===== src/rtl/wscc_pkg.sv =====
`default_nettype none
package wscc_pkg;
  // ring depth, a power of two so slot indexes wrap on their own bits
  localparam int WINDOW_DEPTH = 32;

  localparam logic [1:0] CFG_SEG_SIZE  = 2'd0;
  localparam logic [1:0] CFG_FILE_LEN  = 2'd1;
  localparam logic [1:0] CFG_INIT_THR  = 2'd2;
  localparam logic [1:0] CFG_TIMEOUT   = 2'd3;

  localparam logic [1:0] KIND_NEW     = 2'd0;
  localparam logic [1:0] KIND_RETX    = 2'd1;
  localparam logic [1:0] KIND_DONE    = 2'd2;
  localparam logic [1:0] KIND_REFUSED = 2'd3;

  // classified request handed from front to back
  typedef enum logic [1:0] {
    CMD_ACK  = 2'd0,
    CMD_TICK = 2'd1,
    CMD_DONE = 2'd2,
    CMD_REF  = 2'd3
  } cmd_t;

  typedef struct packed {
    cmd_t        cmd;
    logic [31:0] ack_number;
    logic [31:0] peer_seq;
    logic [15:0] peer_window;
    logic [31:0] peer_byte_count;
  } req_t;

  typedef struct packed {
    logic [1:0]  kind;
    logic [31:0] seg_seq;
    logic [31:0] seg_ack;
    logic [31:0] byte_offset;
    logic [15:0] seg_length;
    logic        seg_fin;
    logic        last;
  } res_t;
endpackage
`default_nettype wire


===== src/rtl/window_sender_congestion_control.sv =====
// window sender with reno congestion control
// in_ channel carries acknowledgments (tuser 0) and time ticks (tuser 1)
// out_ channel carries segment descriptors, tuser holds the kind,
// last marks the final one per request
// cfg_ port writes segment size, file length, initial threshold, timeout
// an acknowledgment retires the acknowledged entries from the ring one by one,
// then emits new descriptors up to the window limit; a timeout resends every
// entry in the ring
// ring reads go through one registered memory port
// a two-entry queue lets new requests be taken while the back end works
// reset clears window state, empties the ring and loads register defaults
// when the receiver stalls, the back end holds its result and pauses
`default_nettype none
module window_sender_congestion_control
  import wscc_pkg::*;
(
  input  wire logic         clk,
  input  wire logic         rst_n,
  input  wire logic         in_tvalid,
  output logic              in_tready,
  // ack_number, peer_seq, peer_fin, peer_window, peer_byte_count, pad
  input  wire logic [119:0] in_tdata,
  // opcode
  input  wire logic         in_tuser,
  output logic              out_tvalid,
  input  wire logic         out_tready,
  // seg_seq, seg_ack, byte_offset, seg_length, seg_fin, pad
  output logic [119:0]      out_tdata,
  // kind
  output logic [1:0]        out_tuser,
  output logic              out_tlast,
  input  wire logic         cfg_we,
  input  wire logic [1:0]   cfg_index,
  input  wire logic [31:0]  cfg_data
);
  logic q_valid, q_ready, rv;
  req_t qd;
  res_t rd;

  wscc_front #(.QDEPTH(2)) u_front (
    .clk, .rst_n, .in_valid(in_tvalid), .in_ready(in_tready),
    .opcode(in_tuser), .ack_number(in_tdata[31:0]), .peer_seq(in_tdata[63:32]),
    .peer_fin(in_tdata[64]), .peer_window(in_tdata[80:65]),
    .peer_byte_count(in_tdata[112:81]),
    .q_valid, .q_ready, .q_data(qd)
  );

  wscc_back u_back (
    .clk, .rst_n, .cfg_we, .cfg_idx(cfg_index), .cfg_data,
    .q_valid, .q_ready, .q_data(qd),
    .res_valid(rv), .res_ready(out_tready), .res_data(rd)
  );

  assign out_tvalid = rv;
  assign out_tlast  = rd.last;
  assign out_tuser  = rd.kind;
  assign out_tdata  = {7'd0, rd.seg_fin, rd.seg_length, rd.byte_offset,
                       rd.seg_ack, rd.seg_seq};
endmodule
`default_nettype wire


===== src/rtl/wscc_front.sv =====
`default_nettype none
module wscc_front
  import wscc_pkg::*;
#(
  parameter int QDEPTH = 2
) (
  input  wire logic       clk,
  input  wire logic       rst_n,
  input  wire logic       in_valid,
  output logic            in_ready,
  input  wire logic       opcode,
  input  wire logic [31:0] ack_number,
  input  wire logic [31:0] peer_seq,
  input  wire logic       peer_fin,
  input  wire logic [15:0] peer_window,
  input  wire logic [31:0] peer_byte_count,
  output logic            q_valid,
  input  wire logic       q_ready,
  output req_t            q_data
);
  localparam int AW = (QDEPTH > 1) ? $clog2(QDEPTH) : 1;
  req_t            mem_r [QDEPTH];
  logic [AW-1:0]   wp_r, rp_r;
  logic [AW:0]     cnt_r;
  req_t            req;
  logic            push, pop;

  always_comb begin
    req.ack_number      = ack_number;
    req.peer_seq        = peer_seq;
    req.peer_window     = peer_window;
    req.peer_byte_count = peer_byte_count;
    if (opcode)                        req.cmd = CMD_TICK;
    else if (peer_fin && &peer_seq)    req.cmd = CMD_REF;
    else if (peer_fin)                 req.cmd = CMD_DONE;
    else                               req.cmd = CMD_ACK;
  end

  assign in_ready = (cnt_r != QDEPTH[AW:0]);
  assign push     = in_valid && in_ready;
  assign q_valid  = (cnt_r != '0);
  assign pop      = q_valid && q_ready;
  assign q_data   = mem_r[rp_r];

  always_ff @(posedge clk) begin
    if (push) mem_r[wp_r] <= req;
    if (!rst_n) begin
      wp_r <= '0; rp_r <= '0; cnt_r <= '0;
    end else begin
      if (push) wp_r <= (wp_r == AW'(QDEPTH-1)) ? '0 : wp_r + 1'b1;
      if (pop)  rp_r <= (rp_r == AW'(QDEPTH-1)) ? '0 : rp_r + 1'b1;
      cnt_r <= cnt_r + (AW+1)'(push) - (AW+1)'(pop);
    end
  end
endmodule
`default_nettype wire


===== src/rtl/wscc_back.sv =====
`default_nettype none
module wscc_back
  import wscc_pkg::*;
(
  input  wire logic        clk,
  input  wire logic        rst_n,
  input  wire logic        cfg_we,
  input  wire logic [1:0]  cfg_idx,
  input  wire logic [31:0] cfg_data,
  input  wire logic        q_valid,
  output logic             q_ready,
  input  req_t             q_data,
  output logic             res_valid,
  input  wire logic        res_ready,
  output res_t             res_data
);
  localparam int PW = $clog2(WINDOW_DEPTH);
  localparam int CW = PW + 1;

  typedef enum logic [2:0] {
    S_IDLE, S_RETIRE, S_SETUP, S_EMIT, S_RETX, S_RD, S_OUT
  } state_t;

  state_t state_r, ret_r;
  logic [15:0] seg_size_r;
  logic [31:0] file_len_r, timeout_r;
  logic [15:0] cwnd_r, ssthr_r;
  logic [1:0]  dup_r;
  logic [PW-1:0] head_r;
  logic [CW-1:0] count_r, k_r;
  logic [31:0] idle_r;
  logic        fin_r;
  req_t        req_r;
  logic [31:0] ackv_r;            // ack applied to all remaining entries
  logic [15:0] limit_r;
  logic [15:0] limit_nxt;
  logic [31:0] off_r, sq_r, ak_r;
  logic        started_r;

  // ring stores; every live entry shares the ack held in ackv_r
  logic [31:0] rseq [WINDOW_DEPTH];
  logic [31:0] rend [WINDOW_DEPTH];
  logic [15:0] rlen [WINDOW_DEPTH];
  logic        rfin [WINDOW_DEPTH];
  logic [31:0] rd_seq_r, rd_end_r;
  logic [15:0] rd_len_r;
  logic        rd_fin_r;
  logic [PW-1:0] rd_addr;
  logic        we;
  logic [PW-1:0] wa;
  logic [31:0] w_seq, w_end;
  logic [15:0] w_len;
  logic        w_fin;

  // head seq kept in a register to avoid a ring read
  logic [31:0] head_seq_r;

  res_t        out_r;
  logic        out_v_r;

  logic [31:0] rem, len32, nend;
  logic [15:0] len;
  logic        sfin;
  logic [16:0] grow;

  always_comb begin
    rem   = file_len_r - off_r;
    len32 = (off_r < file_len_r) ? ((32'(seg_size_r) < rem) ? 32'(seg_size_r) : rem) : '0;
    len   = len32[15:0];
    nend  = off_r + len32;
    sfin  = (nend >= file_len_r);
    grow  = (cwnd_r <= ssthr_r) ? {cwnd_r, 1'b0} : 17'(cwnd_r) + 17'd1;
    limit_nxt = (cwnd_r < req_r.peer_window) ? cwnd_r : req_r.peer_window;
    if (16'(WINDOW_DEPTH) < limit_nxt) limit_nxt = 16'(WINDOW_DEPTH);
  end

  assign rd_addr   = PW'(head_r + k_r[PW-1:0]);
  assign res_valid = out_v_r;
  assign res_data  = out_r;
  assign q_ready   = (state_r == S_IDLE) && !out_v_r;

  always_ff @(posedge clk) begin
    if (we) begin
      rseq[wa] <= w_seq; rend[wa] <= w_end; rlen[wa] <= w_len; rfin[wa] <= w_fin;
    end
    rd_seq_r <= rseq[rd_addr]; rd_end_r <= rend[rd_addr];
    rd_len_r <= rlen[rd_addr]; rd_fin_r <= rfin[rd_addr];
  end

  always_comb begin
    we    = (state_r == S_EMIT) && !out_v_r && (k_r < CW'(limit_r)) && !started_r;
    wa    = PW'(head_r + count_r[PW-1:0]);
    w_seq = sq_r; w_end = nend; w_len = len; w_fin = sfin;
  end

  always_ff @(posedge clk) begin
    if (!rst_n) begin
      state_r <= S_IDLE; ret_r <= S_IDLE;
      seg_size_r <= 16'd1024; file_len_r <= '0;
      timeout_r <= 32'd5000; cwnd_r <= 16'd1; ssthr_r <= 16'd32; dup_r <= '0;
      head_r <= '0; count_r <= '0; idle_r <= '0; fin_r <= 1'b0; out_v_r <= 1'b0;
      k_r <= '0; started_r <= 1'b0;
    end else begin
      if (cfg_we) begin
        unique case (cfg_idx)
          CFG_SEG_SIZE: seg_size_r <= cfg_data[15:0];
          CFG_FILE_LEN: file_len_r <= cfg_data;
          CFG_INIT_THR: ssthr_r <= cfg_data[15:0];
          CFG_TIMEOUT:  timeout_r <= cfg_data;
          default: ;
        endcase
      end
      if (out_v_r && res_ready) out_v_r <= 1'b0;
      unique case (state_r)
        S_IDLE: if (q_valid && !out_v_r) begin
          req_r <= q_data;
          if (fin_r) begin
            // ignore
          end else if (q_data.cmd == CMD_REF || q_data.cmd == CMD_DONE) begin
            fin_r <= 1'b1;
            out_r <= '{kind: (q_data.cmd == CMD_REF) ? KIND_REFUSED : KIND_DONE,
                       seg_seq: '0, seg_ack: '0, byte_offset: '0, seg_length: '0,
                       seg_fin: 1'b0, last: 1'b1};
            out_v_r <= 1'b1;
          end else if (q_data.cmd == CMD_TICK) begin
            if (((idle_r == '1) ? idle_r : idle_r + 1) >= timeout_r) begin
              ssthr_r <= cwnd_r >> 1; cwnd_r <= 16'd1; idle_r <= '0;
              k_r <= '0;
              if (count_r != '0) state_r <= S_RD;
              ret_r <= S_RETX;
            end else if (idle_r != '1) idle_r <= idle_r + 1;
          end else begin
            if (count_r != '0 && head_seq_r <= q_data.ack_number) begin
              cwnd_r <= grow[16] ? 16'hFFFF : grow[15:0]; dup_r <= '0;
            end else if (dup_r != 2'd3) begin
              dup_r <= dup_r + 1'b1;
              if (dup_r == 2'd2) begin
                ssthr_r <= cwnd_r >> 1; cwnd_r <= (cwnd_r >> 1) + 16'd3;
              end
            end
            ackv_r <= q_data.peer_seq + 32'd1;
            state_r <= S_RETIRE;
          end
        end
        S_RETIRE: begin
          if (count_r != '0 && head_seq_r < req_r.ack_number) begin
            // head_r already points at the new head during the read
            head_r <= PW'(head_r + 1'b1); count_r <= count_r - 1'b1; idle_r <= '0;
            k_r <= '0; ret_r <= S_RETIRE; state_r <= S_RD;
          end else begin
            limit_r <= limit_nxt;
            k_r <= count_r - 1'b1; ret_r <= S_SETUP;
            state_r <= (count_r != '0) ? S_RD : S_SETUP;
          end
        end
        S_SETUP: begin
          if (count_r != '0) begin
            off_r <= rd_end_r; sq_r <= rd_seq_r + 1; ak_r <= ackv_r;
            started_r <= rd_fin_r;
          end else begin
            off_r <= req_r.peer_byte_count; sq_r <= req_r.ack_number; ak_r <= ackv_r;
            started_r <= 1'b0;
          end
          k_r <= count_r; state_r <= S_EMIT;
        end
        S_EMIT: if (!out_v_r) begin
          if (started_r || k_r >= CW'(limit_r)) begin
            state_r <= S_IDLE;
          end else begin
            if (count_r == '0) begin idle_r <= '0; head_seq_r <= sq_r; end
            count_r <= count_r + 1'b1; k_r <= k_r + 1'b1;
            out_r <= '{kind: KIND_NEW, seg_seq: sq_r, seg_ack: ak_r, byte_offset: off_r,
                       seg_length: len, seg_fin: sfin,
                       last: sfin || (k_r + 1'b1 >= CW'(limit_r))};
            out_v_r <= 1'b1;
            off_r <= nend; sq_r <= sq_r + 1; started_r <= sfin;
          end
        end
        S_RD: state_r <= S_OUT;
        S_OUT: begin
          if (ret_r == S_RETIRE) begin
            head_seq_r <= rd_seq_r; state_r <= S_RETIRE;
          end else if (ret_r == S_SETUP) begin
            state_r <= S_SETUP;
          end else state_r <= S_RETX;
        end
        S_RETX: if (!out_v_r) begin
          out_r <= '{kind: KIND_RETX, seg_seq: rd_seq_r, seg_ack: ackv_r,
                     byte_offset: rd_end_r - 32'(rd_len_r), seg_length: rd_len_r,
                     seg_fin: rd_fin_r, last: (k_r + 1'b1 == count_r)};
          out_v_r <= 1'b1;
          k_r <= k_r + 1'b1;
          state_r <= (k_r + 1'b1 == count_r) ? S_IDLE : S_RD;
        end
        default: state_r <= S_IDLE;
      endcase
    end
  end

  assert property (@(posedge clk) disable iff (!rst_n) count_r <= CW'(WINDOW_DEPTH))
    else $error("ring overflow");
  assert property (@(posedge clk) disable iff (!rst_n) cwnd_r != '0)
    else $error("zero window");
  assert property (@(posedge clk) disable iff (!rst_n) out_v_r && !res_ready |=> out_v_r)
    else $error("result dropped");
endmodule
`default_nettype wire

===== config.mk =====
export PLATFORM = sky130hd
export DESIGN_NAME = window_sender_congestion_control
export DESIGN_NICKNAME = d
export VERILOG_FILES = /design/src/rtl/wscc_pkg.sv /design/src/rtl/window_sender_congestion_control.sv /design/src/rtl/wscc_front.sv /design/src/rtl/wscc_back.sv
export SDC_FILE = /design/constraint.sdc
export NUM_CORES = 2
export LEC_CHECK = 0
export BUFFER_PORTS_ARGS = -buffer_cell sky130_fd_sc_hd__buf_2
export CAP_MARGIN = 30
export CORE_MARGIN = 1.5
export CORE_UTILIZATION = 57
export DETAILED_ROUTE_END_ITERATION = 16
export HOLD_SLACK_MARGIN = 0.1
export PLACE_DENSITY_LB_ADDON = 0.05
export RECOVER_POWER = 25
export SETUP_SLACK_MARGIN = 0.02
export SLEW_MARGIN = 30
export SYNTH_ARGS = -nofsm -noshare
export SYNTH_HDL_FRONTEND = slang
export SYNTH_SLANG_ARGS = --single-unit

===== constraint.sdc =====
create_clock -name clk -period 9.6 [get_ports clk]
set_input_delay 0.48 -clock clk [delete_from_list [all_inputs] [get_ports clk]]
set_output_delay 0.48 -clock clk [all_outputs]
set_load 0.03 [all_outputs]

==> impl_results.md <==
- RSZ-0062 raised after global routing: no
- Worst Path Buf+Inv: 6
- CTS buffer count: roughly 360
- Max Clk Rate: about 110 MHz
- Maximum root-to-sink buffer count: 4
- FF-to-FF Start: u_back.off_r[5]$_DFFE_PP_
- Synthesized flop and latch total: around 3400
- Layout cells sized above 1: 17.3%
- Hold WC Path Type: primary input to flop
- Area Growth Syn to Fin: 14.0%
- Status: complete, but fails checks
- Placed Area: between 100000 and 150000 um^2
- Lkg Pwr: 55.3 nW
- Power per cell area: 283 nW/um^2
- Post-synth top area share: 66.9%
- Synth Instances: approximately 8900
- Die height: approximately 500 um
- CP max FO: 24
- Remaining global-route overflow: 0
- Leading cell type in the layout, fill and taps excluded: edfxtp_1
- Synth Cell Area: about 140000 um^2
- Max Cap Viol: 30
- Via count: 82400
- Layout net count: around 10000
- Non-filler cells, final: between 10000 and 15000
- # fillers: 17600
- Count of cell types in the netlist: 93
- Hold EP: u_front.mem_r[1][96]$_DFFE_PP_
- Sinks on Clock Net: about 3400
- Ranking of synthesized cells by area: edfxtp_1 (67%), mux4_2 (10%), dfxtp_1 (3.6%), nand2_1 (3.1%), ha_1 (2.5%)
- Placement Setup Slack: 0.161 ns
- Main synth FF type: edfxtp_1
- CP most frequent cell: a21o_1
- Vias per Instance: 6.28
- CORE AREA: 249000 um^2
- Clock latency at the later pin of the worst-skew pair: 0.98 ns
- CP Launch Type: flop
- Critical Path End Type: flop
- Vias in the first global route: roughly 82000
- Max-Slew Margin vs Limit: -203%
- Syn_area_per_cell: 16.1 um^2
- Final Skew: between 0.1 and 0.15 ns
- Peak supply drop: 0.000266 V
- Initial Utilization: 57.4%
- Setup TNS: 0 ns
- Hold Path Origin: in_tdata[16]
- Highest-delay cell along the critical path: or4_4
- Critical path required time: 10.26 ns
- Post-route core utilization: between 60 and 70%
- RD Place Congestion: 0.909
- Port Buffers: 270
- Worst stage delay on the critical path: roughly 0.57 ns
- Pre-antenna DRT Iters: 6
- First-pass GRT wire length: 557000 um
- DRT iter0 DRCs: ~8300
- Final Cell Area: 163000 um^2
- H-tree Lvls: 5
- Dominant cell type by area after synthesis: edfxtp_1
- Asr flop ratio synth: 0%
- Remaining DRCs: 0
- Die width: 504 um
- Post-synth EDFFs: 3182
- HPWL Detailed: 225000 um
- Reg2Reg Setup Slack: 0.55 ns
- Clk root buf: clkbuf_16
- Worst Setup Path Type: flop to flop
- Worst R2R Path Depth: 42
- Antenna violations before repair: 18
- Setup ws final: about 0.55 ns
- Final ANT Viol Nets: 0
- Yosys warnings: 0
- Fin crit period: between 9 and 10 ns
- Most frequent cells in the layout: edfxtp_1 (3182), nand2_1 (1192), mux4_2 (648)
- Final period util: a little over nine tenths
- Largest net degree at the start of global routing: between 100 and 150
- CP arrival: 9.71 ns
- Failing checks: max-capacitance violations, max-slew violations
- Placed Cells: 12300
- Num rows: 183
- Sequential area share after synthesis: slightly above 70%
- Worst-margin pin slew: 4.55 ns
- Final slew viol count: about 1200
- Final setup fails: 0
- Total routed wirelength: 389000 um
- Worst hold path stage count: 2
- Post-DR wirelength/cell: 29.6 um
- Die Area: 254000 um^2
- Family with the most delay on the worst path: compound AO/OA/AOI/OAI gates
- GRT Util Overall: 30.6%
- CTS tree: yes
- Reg clk slew, reported paths: 0.06 ns
- Top Ports: between 200 and 300
- Final hold viol count: 0
- R2R Path End: u_back.rfin[30]$_DFFE_PP_
[stage by stage]
stage                     hold slack (ns)  power (mW)
after floorplan                     0.427        27.9
after global placement              0.439        32.4
after detailed placement            0.438        32.6
after CTS                           0.181        46.2
after global routing                0.206        47.8
final                               0.243        46.0
[registers in the layout (all words and copies together), names as in the netlist, 80 cells and up, named ones only]
| register | count |
|---|---|
| u_back.rseq | 1024 |
| u_back.rlen | 512 |
| u_back.rend | 1024 |
| u_front.mem_r | 228 |
| u_back.res_data | 116 |
| u_back.req_r | 80 |
[Yosys cell counts (52+ instances only)]
cell type,instances
a21o_1,84
a21oi_1,275
a22o_1,80
buf_1,109
clkbuf_1,319
dfxtp_1,258
edfxtp_1,3182
ha_1,288
inv_1,274
mux2_2,93
mux2i_1,75
mux4_2,648
nand2_1,1194
nand3_1,501
nand4_1,71
nor2_1,253
nor2b_1,53
nor3_1,57
o211ai_1,52
o21ai_0,244
xnor2_1,129
xor2_1,118
[where the power goes]
part / leakage (nW) / total, mW / internal [mW] / switching [mW]
clock network: 5.60 / 13.7 / 8.00 / 5.67
registers: 31.9 / 19.0 / 18.3 / 0.700
logic: 17.8 / 13.3 / 4.91 / 8.43
total: 55.3 / 46.0 / 31.2 / 14.8
[what timing repair did]
action | in CTS | in global routing
setup buffers | 0 | 5
hold endpoints to repair | 329 | 0
endpoints found under the setup margin | 0 | 35
gates resized for setup | 0 | 26
hold buffers | 154 | 0
[cells by family after synthesis]
group,after synthesis,share of synthesized area (%)
compound gates,991,4.46
fa+ha+maj,293,2.59
mux,824,11.6
simple gates,2350,7.38
other cells,1,0.00263
flops,3440,70.5
buf+inv,729,1.96
xor+xnor,247,1.51
[worst max-delay path by stage]
stage | start | to | depth (start not counted)
6_report | u_back.off_r[5]$_DFFE_PP_ | u_back.rfin[30]$_DFFE_PP_ | 42
5_1_grt | u_back.off_r[5]$_DFFE_PP_ | u_back.rfin[5]$_DFFE_PP_ | 42
3_5_place_dp | u_back.off_r[5]$_DFFE_PP_ | u_back.res_data[0]$_DFFE_PP_ | 40
3_3_place_gp | u_back.off_r[5]$_DFFE_PP_ | u_back.res_data[0]$_DFFE_PP_ | 40
2_1_floorplan | u_back.off_r[5]$_DFFE_PP_ | u_back.res_data[0]$_DFFE_PP_ | 40
4_1_cts | u_back.off_r[5]$_DFFE_PP_ | u_back.res_data[0]$_DFFE_PP_ | 39
[area by class of cell]
cell class / count / area (um^2) / area share (%)
sequential: 3440 / 101000 / 61.9
multi-input combinational: 4727 / 40200 / 24.7
clock buffer: 474 / 9730 / 5.98
timing repair buffer: 682 / 5060 / 3.11
tap: 3330 / 4170 / 2.56
clock inverter: 174 / 1760 / 1.08
inverter: 277 / 1040 / 0.640
antenna: 12 / 30.0 / 0.0185
[routing by layer]
metal	global-route usage [%]	vias to the layer above	part of all wire [%]
li1	-	35600	-
met1	42.2	42700	40
met2	50.8	3348	50
met3	3.39	701	6.4
met4	10.9	0	3.7
met5	0	-	0
Note: power is estimated with default switching activity, not from simulation.
